### src/brg_pkg.sv
// ----------------------------------------------------------------------------
// brg_pkg: shared types and constants of the bounded random generator
// Holds the generator constants and the controller-to-datapath command and
// status structs.
// ----------------------------------------------------------------------------
`default_nettype none
package brg_pkg;
	localparam int unsigned WORD_W = 64;
	localparam int unsigned VALUE_W = 63;
	localparam int unsigned MUL_W = 32;

	localparam logic [63:0] SM_GOLDEN = 64'h9e3779b97f4a7c15;
	localparam logic [63:0] SM_MIX1 = 64'hbf58476d1ce4e5b9;
	localparam logic [63:0] SM_MIX2 = 64'h94d049bb133111eb;

	// partial-product multiply phases
	localparam logic [1:0] MP_LL = 2'd0;
	localparam logic [1:0] MP_LH = 2'd1;
	localparam logic [1:0] MP_HL = 2'd2;
	localparam logic [1:0] MP_HH = 2'd3;

	// multiply operand select
	localparam logic [1:0] MS_SM1 = 2'd0;
	localparam logic [1:0] MS_SM2 = 2'd1;
	localparam logic [1:0] MS_DRAW = 2'd2;

	typedef struct packed {
		logic       sm_load;   // load splitmix counter from seed data
		logic       sm_inc;    // advance counter, start mixing
		logic       sm_x1;     // z ^= z>>30, prepare mix1
		logic       sm_x2;     // z ^= z>>27, prepare mix2
		logic       sm_store;  // final mix, shift into state
		logic       mul_clr;   // clear product accumulator
		logic       mul_en;    // accumulate one partial product
		logic [1:0] mul_phase;
		logic [1:0] mul_sel;
		logic       draw;      // draw one word, advance state
		logic       bnd_load;  // latch bound
		logic       div_start;
		logic       div_step;
		logic       res_load;  // latch result from product
		logic       res_err;   // latch error result
	} brg_cmd_t;

	typedef struct packed {
		logic bound_bad;
		logic lo_below_bound;
		logic lo_below_thr;
		logic div_done;
	} brg_sts_t;
endpackage
`default_nettype wire

### src/brg_ctrl.sv
// ----------------------------------------------------------------------------
// brg_ctrl: sequencing state machine
// Runs seed expansion, draws, multiplies and the rejection test.
// ----------------------------------------------------------------------------
`default_nettype none
module brg_ctrl (
	input  wire logic              clk,
	input  wire logic              arst_n,
	input  wire logic              cfg_valid,
	output logic                   cfg_ready,
	input  wire logic              in_valid,
	output logic                   in_ready,
	output logic                   out_valid,
	input  wire logic              out_ready,
	output brg_pkg::brg_cmd_t      cmd,
	input  wire brg_pkg::brg_sts_t sts
);
	import brg_pkg::*;

	localparam logic [3:0] ST_IDLE = 4'd0;
	localparam logic [3:0] ST_SM_X1 = 4'd1;
	localparam logic [3:0] ST_SM_M1 = 4'd2;
	localparam logic [3:0] ST_SM_M2 = 4'd3;
	localparam logic [3:0] ST_SM_ST = 4'd4;
	localparam logic [3:0] ST_DRAW = 4'd5;
	localparam logic [3:0] ST_MUL = 4'd6;
	localparam logic [3:0] ST_TEST = 4'd7;
	localparam logic [3:0] ST_DIV = 4'd8;
	localparam logic [3:0] ST_RTEST = 4'd9;
	localparam logic [3:0] ST_SM_INC = 4'd10;
	localparam logic [3:0] ST_SM_X2 = 4'd11;
	localparam logic [3:0] ST_ERR = 4'd12;

	logic [3:0] state_q, state_d;
	logic [1:0] ph_q, ph_d;
	logic [1:0] k_q, k_d;
	logic thr_ok_q, thr_ok_d;
	logic ov_q, ov_d;
	logic out_free;

	assign out_valid = ov_q;
	assign out_free = !ov_q || out_ready;
	assign in_ready = (state_q == ST_IDLE) && !cfg_valid;
	assign cfg_ready = state_q == ST_IDLE;

	always_comb begin
		cmd = '0;
		state_d = state_q;
		ph_d = ph_q;
		k_d = k_q;
		thr_ok_d = thr_ok_q;
		ov_d = ov_q && !out_ready;
		cmd.mul_phase = ph_q;
		case (state_q)
			ST_IDLE: begin
				if (cfg_valid) begin
					cmd.sm_load = 1'b1;
					k_d = '0;
					state_d = ST_SM_INC;
				end else if (in_valid) begin
					cmd.bnd_load = 1'b1;
					if (sts.bound_bad) begin
						if (out_free) begin
							cmd.res_err = 1'b1;
							ov_d = 1'b1;
						end else begin
							state_d = ST_ERR;
						end
					end else begin
						thr_ok_d = 1'b0;
						state_d = ST_DRAW;
					end
				end
			end
			ST_ERR: begin
				// hold the error answer until the output register frees
				if (out_free) begin
					cmd.res_err = 1'b1;
					ov_d = 1'b1;
					state_d = ST_IDLE;
				end
			end
			ST_SM_INC: begin
				cmd.sm_inc = 1'b1;
				state_d = ST_SM_X1;
			end
			ST_SM_X1: begin
				cmd.sm_x1 = 1'b1;
				cmd.mul_clr = 1'b1;
				ph_d = MP_LL;
				state_d = ST_SM_M1;
			end
			ST_SM_M1, ST_SM_M2: begin
				cmd.mul_sel = (state_q == ST_SM_M1) ? MS_SM1 : MS_SM2;
				cmd.mul_en = 1'b1;
				ph_d = ph_q + 2'd1;
				// low product half needs only three partial products
				if (ph_q == MP_HL) begin
					ph_d = MP_LL;
					state_d = (state_q == ST_SM_M1) ? ST_SM_X2 : ST_SM_ST;
				end
			end
			ST_SM_X2: begin
				cmd.sm_x2 = 1'b1;
				cmd.mul_clr = 1'b1;
				ph_d = MP_LL;
				state_d = ST_SM_M2;
			end
			ST_SM_ST: begin
				cmd.sm_store = 1'b1;
				k_d = k_q + 2'd1;
				state_d = (k_q == 2'd3) ? ST_IDLE : ST_SM_INC;
			end
			ST_DRAW: begin
				cmd.draw = 1'b1;
				cmd.mul_clr = 1'b1;
				ph_d = MP_LL;
				state_d = ST_MUL;
			end
			ST_MUL: begin
				cmd.mul_sel = MS_DRAW;
				cmd.mul_en = 1'b1;
				ph_d = ph_q + 2'd1;
				if (ph_q == MP_HH) state_d = thr_ok_q ? ST_RTEST : ST_TEST;
			end
			ST_TEST: begin
				if (sts.lo_below_bound) begin
					cmd.div_start = 1'b1;
					state_d = ST_DIV;
				end else if (out_free) begin
					cmd.res_load = 1'b1;
					ov_d = 1'b1;
					state_d = ST_IDLE;
				end
			end
			ST_DIV: begin
				cmd.div_step = 1'b1;
				if (sts.div_done) begin
					cmd.div_step = 1'b0;
					thr_ok_d = 1'b1;
					state_d = ST_RTEST;
				end
			end
			ST_RTEST: begin
				if (sts.lo_below_thr) state_d = ST_DRAW;
				else if (out_free) begin
					cmd.res_load = 1'b1;
					ov_d = 1'b1;
					state_d = ST_IDLE;
				end
			end
			default: state_d = ST_IDLE;
		endcase
	end

	always_ff @(posedge clk or negedge arst_n) begin
		if (!arst_n) begin
			state_q <= ST_IDLE;
			ph_q <= MP_LL;
			k_q <= '0;
			thr_ok_q <= 1'b0;
			ov_q <= 1'b0;
		end else begin
			state_q <= state_d;
			ph_q <= ph_d;
			k_q <= k_d;
			thr_ok_q <= thr_ok_d;
			ov_q <= ov_d;
		end
	end
endmodule
`default_nettype wire

### config.mk
export PLATFORM = sky130hd
export DESIGN_NAME = brg_ctrl
export DESIGN_NICKNAME = d
export VERILOG_FILES = /design/src/brg_pkg.sv /design/src/brg_ctrl.sv
export SDC_FILE = /design/constraint.sdc
export NUM_CORES = 1
export LEC_CHECK = 0
export BUFFER_PORTS_ARGS = -buffer_cell sky130_fd_sc_hd__buf_4
export CAP_MARGIN = 20
export CORE_MARGIN = 2
export CORE_UTILIZATION = 35
export CTS_BUF_LIST = sky130_fd_sc_hd__clkbuf_8
export CTS_CLUSTER_DIAMETER = 100
export DETAILED_ROUTE_END_ITERATION = 12
export GPL_TIMING_DRIVEN = 0
export PLACE_DENSITY = 0.68
export SYNTH_ARGS = -nofsm -noshare
export SYNTH_HDL_FRONTEND = slang
export SYNTH_SLANG_ARGS = --single-unit
### constraint.sdc
create_clock -name clk -period 1.95 [get_ports clk]
set_clock_uncertainty 0.05 [all_clocks]
set_input_delay 0.0975 -clock clk [delete_from_list [all_inputs] [get_ports clk]]
set_output_delay 0.0975 -clock clk [all_outputs]
set_load 0.05 [all_outputs]
==> impl_results.md, run 1 <==
- Post-Syn Area: around 970 um2
- WS Path Type: flip-flop to output pin
- Unrepaired setup endpoints after global routing: true
- Die Footprint: 0.00320 mm2
- Number of CTS-inserted buffers: 3
- TritonRoute pass-1 iters: 4
- Overall routing resource usage: 0.201
- TritonCTS clock tree: done
- GR peak layer: met2
- Core ar.: 0.00269 mm2
- Drt wl/cell: roughly 16 um
- Setup crit end kind: output pin
- Largest net degree at the start of global routing: 11
- CP endpoint: cmd[4]
- EDFF count, synth: 0
- Final hold slack: between 20 and 25 ps
- Initial core utilization: 0.361
- M3 GR Usage: 0.0392
- Net Sw Frac: 0.565
- Gp weighted congestion: ~0.97
- Max Cap Viol: 0
- Min-delay worst type: input pin to flip-flop
- Post-synthesis sequential area ratio: 0.258
- Vias per cell: around 5.8
- Post-DP HPWL: approximately 2.3 mm
- Crit path launch: state_q[1]
- Slowest cell on crit path: or4_4
- Via Count: roughly 1.1k
- Vias in the first global route: 1062
- Antenna diodes: 0
- Initial antenna violation count: 0
- Comb pwr share: 0.748
- Synth Flop Type: dfrtp_1
- Mapped Avg Cell Area: 7.28 um2
- CP Max Fanout: 7
- Overall die width: 56.6 um
- Status: completed
- Share of total power in sequential cells: 0.160
- Synth async-reset ratio: 1.00
- Initial DRC count: 37
- Final critical-path required period: just under 2000 ps
- CP Cell Sequence: or2_4 -> or4_4 -> inv_1 -> and2_2 -> buf_6
- Internal power: ~1.1 mW
- Fin. max-slew vios: 0
- Reg clk slew, reported paths: 50 ps
- Cells after synthesis: between 100 and 150
- Met1 Track Usage GR: 0.273
- Highest Clock Rate: 0.515 GHz
- # H-tree levels: 1
- Grt total ovfl: 0
- Final net count: 180
- M2 GR Usage: 0.329
- Crit path DAT: 1790 ps
- Die height: between 50 and 60 um
- Synthesized Nets: 147
- Reg2reg path depth: 4
- Total power: 2.43 mW
- Final setup fails: 0
- Total setup buffers inserted after CTS: 0
- Area growth syn-to-layout: 33.2%
- Routed WL: between 3 and 4 mm
- Power share of the clock group: 0.092
- YS warnings: 0
- Final period util: 0.996
- Worst path max stage delay: roughly 460 ps
- CP required: around 1800 ps
- Remaining DRCs: 0
- Rows: 19
- Worst reg2reg path endpoint: state_q[2]
- Final hold viol count: 0
- Number of fill cells: about 280
- Worst R2R Start: state_q[1]
- Pwr/cell area: roughly 1900 mW/mm2
- # port buffers: 28
- Sw Pwr: roughly 1.4 mW
- Max Root-Sink Buffers: 2
- VDD IR max: between 1000 and 1500 uV
- Ratio of cells with drive above 1 in the final layout: 0.280
- Reg2reg setup slack: around 180 ps
- Clock Tree Root: clkbuf_8
- Synthesized flop and latch total: 10
- CP startpoint kind: flip-flop
- Top Ports: 29
- Clock Sinks: 10
- Latest clock arrival within the worst-skew pair: between 200 and 250 ps
- Final ANT Viol Nets: 0
- Worst-margin pin slew: 375 ps
- P_leak: 0.614 nW
- Post-synthesis cell type count: 36
- Max_slew headroom: 0.749
- First-pass GRT wire length: between 5 and 6 mm
## how the worst min path moves through the flow
| stage | startpoint | endpoint | slack [ps] | depth (start not counted) |
|---|---|---|---|---|
| after floorplan | arst_n | k_q[0] | -250 | 0 |
| after global placement | arst_n | out_valid | -110 | 1 |
| after detailed placement | arst_n | out_valid | -110 | 1 |
| after CTS | in_valid | thr_ok_q | 20 | 2 |
| after global routing | in_valid | thr_ok_q | 30 | 2 |
| final | in_valid | thr_ok_q | 20 | 2 |
## cell usage after synthesis (2+ instances only)
library cell	n	area, um2
a21boi_0	2	15.0
nor3_1	6	30.0
and3_1	3	18.8
nor2_1	16	60.1
nor2b_1	3	18.8
buf_1	2	7.51
a31oi_1	2	12.5
inv_1	7	26.3
a211oi_1	3	22.5
mux2i_1	2	20.0
nand2b_1	6	37.5
o32ai_1	2	17.5
o21ai_0	11	55.1
buf_2	4	20.0
a22o_1	2	17.5
nand3_1	2	10.0
o22ai_1	5	31.3
clkbuf_1	2	7.51
a21oi_1	7	35.0
nand2_1	17	63.8
dfrtp_1	10	250
ha_1	5	62.6
## stage by stage
stage / cells / instance area (um2) / setup slack (ps) / utilization / TNS (ps)
floorplan: 133 / 970 / -159 / - / -593
global placement: 192 / 1220 / 93.1 / 0.454 / 0
detailed placement: 192 / 1220 / 108 / 0.454 / 0
CTS: 195 / 1280 / 18.4 / 0.477 / 0
global route: 195 / 1290 / -68.7 / 0.480 / -118
finish: 195 / 1290 / 8.74 / 0.480 / 0
## cell families (layout without fill, tap and decap cells)
logic type,count (synthesis),in the layout,share of synthesized area
muxes,2,2,0.0207
and+or+nand+nor,58,58,0.289
buffers and inverters,16,47,0.0685
adders and majority gates,5,5,0.0646
DFF,10,10,0.258
AOI/OAI and AO/OA,42,42,0.298
## critical path: cells and delay by family (launching register included)
kind / cells / cell delay [ps]
simple gates: 3 / 900
flops: 1 / 410
buf+inv: 2 / 240
## flip-flops by register name (all words and copies together), names as in the netlist
name / flops
out_valid: 1
ph_q: 2
k_q: 2
state_q: 4
thr_ok_q: 1
## cell usage in the layout (no fill, tap or decap), drive strengths merged, types with 5 or more instances in the layout
cell type,instances
o22ai,5
o21ai,12
nand2,17
ha,5
clkbuf,6
nand2b,6
a21oi,7
dfrtp,10
nor3,6
inv,7
buf,33
nor2,16
## area by class of cell
class,count,area [um2],area share
Timing Repair Buffer,29,228,0.177
Clock buffer,3,41.3,0.0320
Tap cell,31,38.8,0.0301
Multi-Input combinational cell,107,663,0.514
Buffer,8,42.5,0.0330
Inverter,7,26.3,0.0204
Sequential cell,10,250,0.194
## power groups by stage
stage	clock network [mW]	logic [mW]	registers (mW)
after floorplan	0	1.24	0.439
after global placement	0	1.74	0.377
after detailed placement	0	1.77	0.383
after CTS	0.225	1.79	0.384
after global routing	0.231	1.96	0.398
final	0.223	1.82	0.389
## layer usage
| metal | share of wire | up-vias |
|---|---|---|
| li1 | - | 544 |
| met2 | 0.48 | 48 |
| met3 | 0.070 | 4 |
| met4 | 0.013 | 0 |
| met5 | 0 | - |
| met1 | 0.43 | 533 |
## what timing repair did
action | in CTS | in global routing
hold endpoints to repair | 10 | 0
endpoints found under the setup margin | 4 | 7
gates resized for setup | 7 | 7
hold buffers | 1 | 0
No activity file was read; power rests on OpenSTA's default activity.
==> run 2: changes to the inputs <==
--- a/config.mk
+++ b/config.mk
@@ -9,7 +9,7 @@
 export CAP_MARGIN = 20
 export CORE_MARGIN = 2
 export CORE_UTILIZATION = 35
-export CTS_BUF_LIST = sky130_fd_sc_hd__clkbuf_8
+export CTS_BUF_LIST = sky130_fd_sc_hd__clkbuf_16
 export CTS_CLUSTER_DIAMETER = 100
 export DETAILED_ROUTE_END_ITERATION = 12
 export GPL_TIMING_DRIVEN = 0
==> impl_results.md, run 2 (synthesis gave the netlist of run 1 again) <==
- Crit-path leading delay family: simple AND/OR/NAND/NOR gates
- Fin Setup TNS: 0 ps
- Core ar.: approximately 0.0027 mm2
- Rows: 19
- # H-tree levels: 1
- Post-Route Utilization: 0.494
- Top Ports: 29
- Clock Sinks: 10
- Status: completed
- Non-Filler Instances: 195
- Routed WL: around 3.1 mm
- Final period util: 1.00
- Pwr/cell area: about 2000 mW/mm2
- Final critical-path required period: 1950 ps
- Ratio of cells with drive above 1 in the final layout: 0.287
- CP Cell Sequence: or2_4 -> or4_4 -> inv_1 -> and2_2 -> buf_6
- Die height: between 50 and 60 um
- Vias per cell: between 5 and 6
- WS Path Type: flip-flop to output pin
- Number of CTS-inserted buffers: 3
- Final hold viol count: 0
- # port buffers: 28
- CP startpoint kind: flip-flop
- Initial DRC count: 21
- Dpl ws: 108 ps
- Via Count: approximately 1.1k
- Antenna diodes: 0
- Die Footprint: around 0.0032 mm2
- Max Root-Sink Buffers: 2
- Reg clk slew, reported paths: 40 ps
- Unrepaired setup endpoints after global routing: true
- Placed cells: 192
- Min-delay worst type: input pin to flip-flop
- Initial core utilization: 0.361
- TritonRoute pass-1 iters: 4
- Vias in the first global route: about 1.0k
- Worst path max stage delay: 460 ps
- Final hold slack: roughly 19 ps
- Slowest cell on crit path: or4_4
- Fin. max-slew vios: 0
- Setup WS post-layout: roughly 0.75 ps
- Latest clock arrival within the worst-skew pair: around 240 ps
- P_leak: around 0.63 nW
- Final net count: between 150 and 200
- Largest net degree at the start of global routing: 11
- Overall routing resource usage: 0.211
- Clock Tree Root: clkbuf_16
- Buffers and inverters on the worst path: 2
- Worst-margin pin slew: ~360 ps
- VDD IR max: 1070 uV
- Final setup fails: 0
- Post-DP HPWL: approximately 2.3 mm
- Sw Pwr: approximately 1.4 mW
- Drt wl/cell: roughly 16 um
- CP required: between 1500 and 2000 ps
- Remaining DRCs: 0
- Highest Clock Rate: just over 0.5 GHz
- Max Cap Viol: 0
- Max reg flops: 4
- Final ANT Viol Nets: 0
- Initial antenna violation count: 0
- Gp weighted congestion: between 0.9 and 1
- Commonest non-fill, non-tap cell in the layout: buf_4
- Power share of the clock group: 0.143
- TritonCTS clock tree: done
- Total setup buffers inserted after CTS: 0
- Max_slew headroom: 0.759
- CP Max Fanout: 7
- Crit path DAT: 1800 ps
- Internal power: between 1 and 1.5 mW
- Net Sw Frac: 0.539
- Setup crit end kind: output pin
- Overall die width: around 57 um
- Top reg by flops: state_q
- Most frequent cells in the layout: 26 x buf_4, 16 x nand2_1, 13 x nor2_1
- Top flop regs: state_q: 4 flops, k_q: 2 flops, ph_q: 2 flops
- Grt total ovfl: 0
- Area growth syn-to-layout: 37.0%
- Share of total power in sequential cells: 0.150
- First-pass GRT wire length: between 5 and 6 mm
- Comb pwr share: 0.706
## run 2: per-stage QoR
| step | total power [mW] | cell area (um2) |
|---|---|---|
| floorplan | 1.68 | 970 |
| global route | 2.75 | 1330 |
| detailed placement | 2.15 | 1220 |
| CTS | 2.55 | 1320 |
| finish | 2.58 | 1330 |
| global placement | 2.12 | 1220 |
## run 2: power by group through the flow
stage / logic (mW) / registers, mW / clock network (mW)
after detailed placement: 1.77 / 0.383 / 0
after global placement: 1.74 / 0.377 / 0
after CTS: 1.79 / 0.384 / 0.370
after global routing: 1.96 / 0.400 / 0.382
after floorplan: 1.24 / 0.439 / 0
final: 1.82 / 0.387 / 0.370
## run 2: what timing repair did
item / CTS / global route
gates cloned: 0 / 0
hold buffers: 1 / 0
resized for setup: 7 / 8
endpoints found under the hold margin: 10 / 0
endpoints found under the setup margin: 4 / 8
## run 2: final cells by class
type                            count  area [um2]
Clock buffer                        3        75.1
Fill cell                         277        1360
Inverter                            7        26.3
Tap cell                           31        38.8
Timing Repair Buffer               29         228
Sequential cell                    10         250
Multi-Input combinational cell    107         666
Buffer                              8        42.5
## run 2: path summary, 6_finish.rpt
path	startpoint	endpoint	slack (ps)	cells past startpoint
setup reg to reg	state_q[1]	state_q[2]	170	4
setup / recovery	state_q[1]	cmd[4]	0.8	5
max in group asynchronous	arst_n	ph_q[0]	1510	2
hold reg to reg	k_q[0]	k_q[0]	450	1
hold / removal	in_valid	thr_ok_q	20	2
min in group asynchronous	arst_n	out_valid	190	2
## run 2: routing by layer
layer	vias to the layer above	GRT usage	routed length (um)
li1	544	-	-
met1	528	0.279	1340
met2	40	0.344	1550
met3	5	0.0392	213
met4	0	0.0714	44
met5	-	0	0
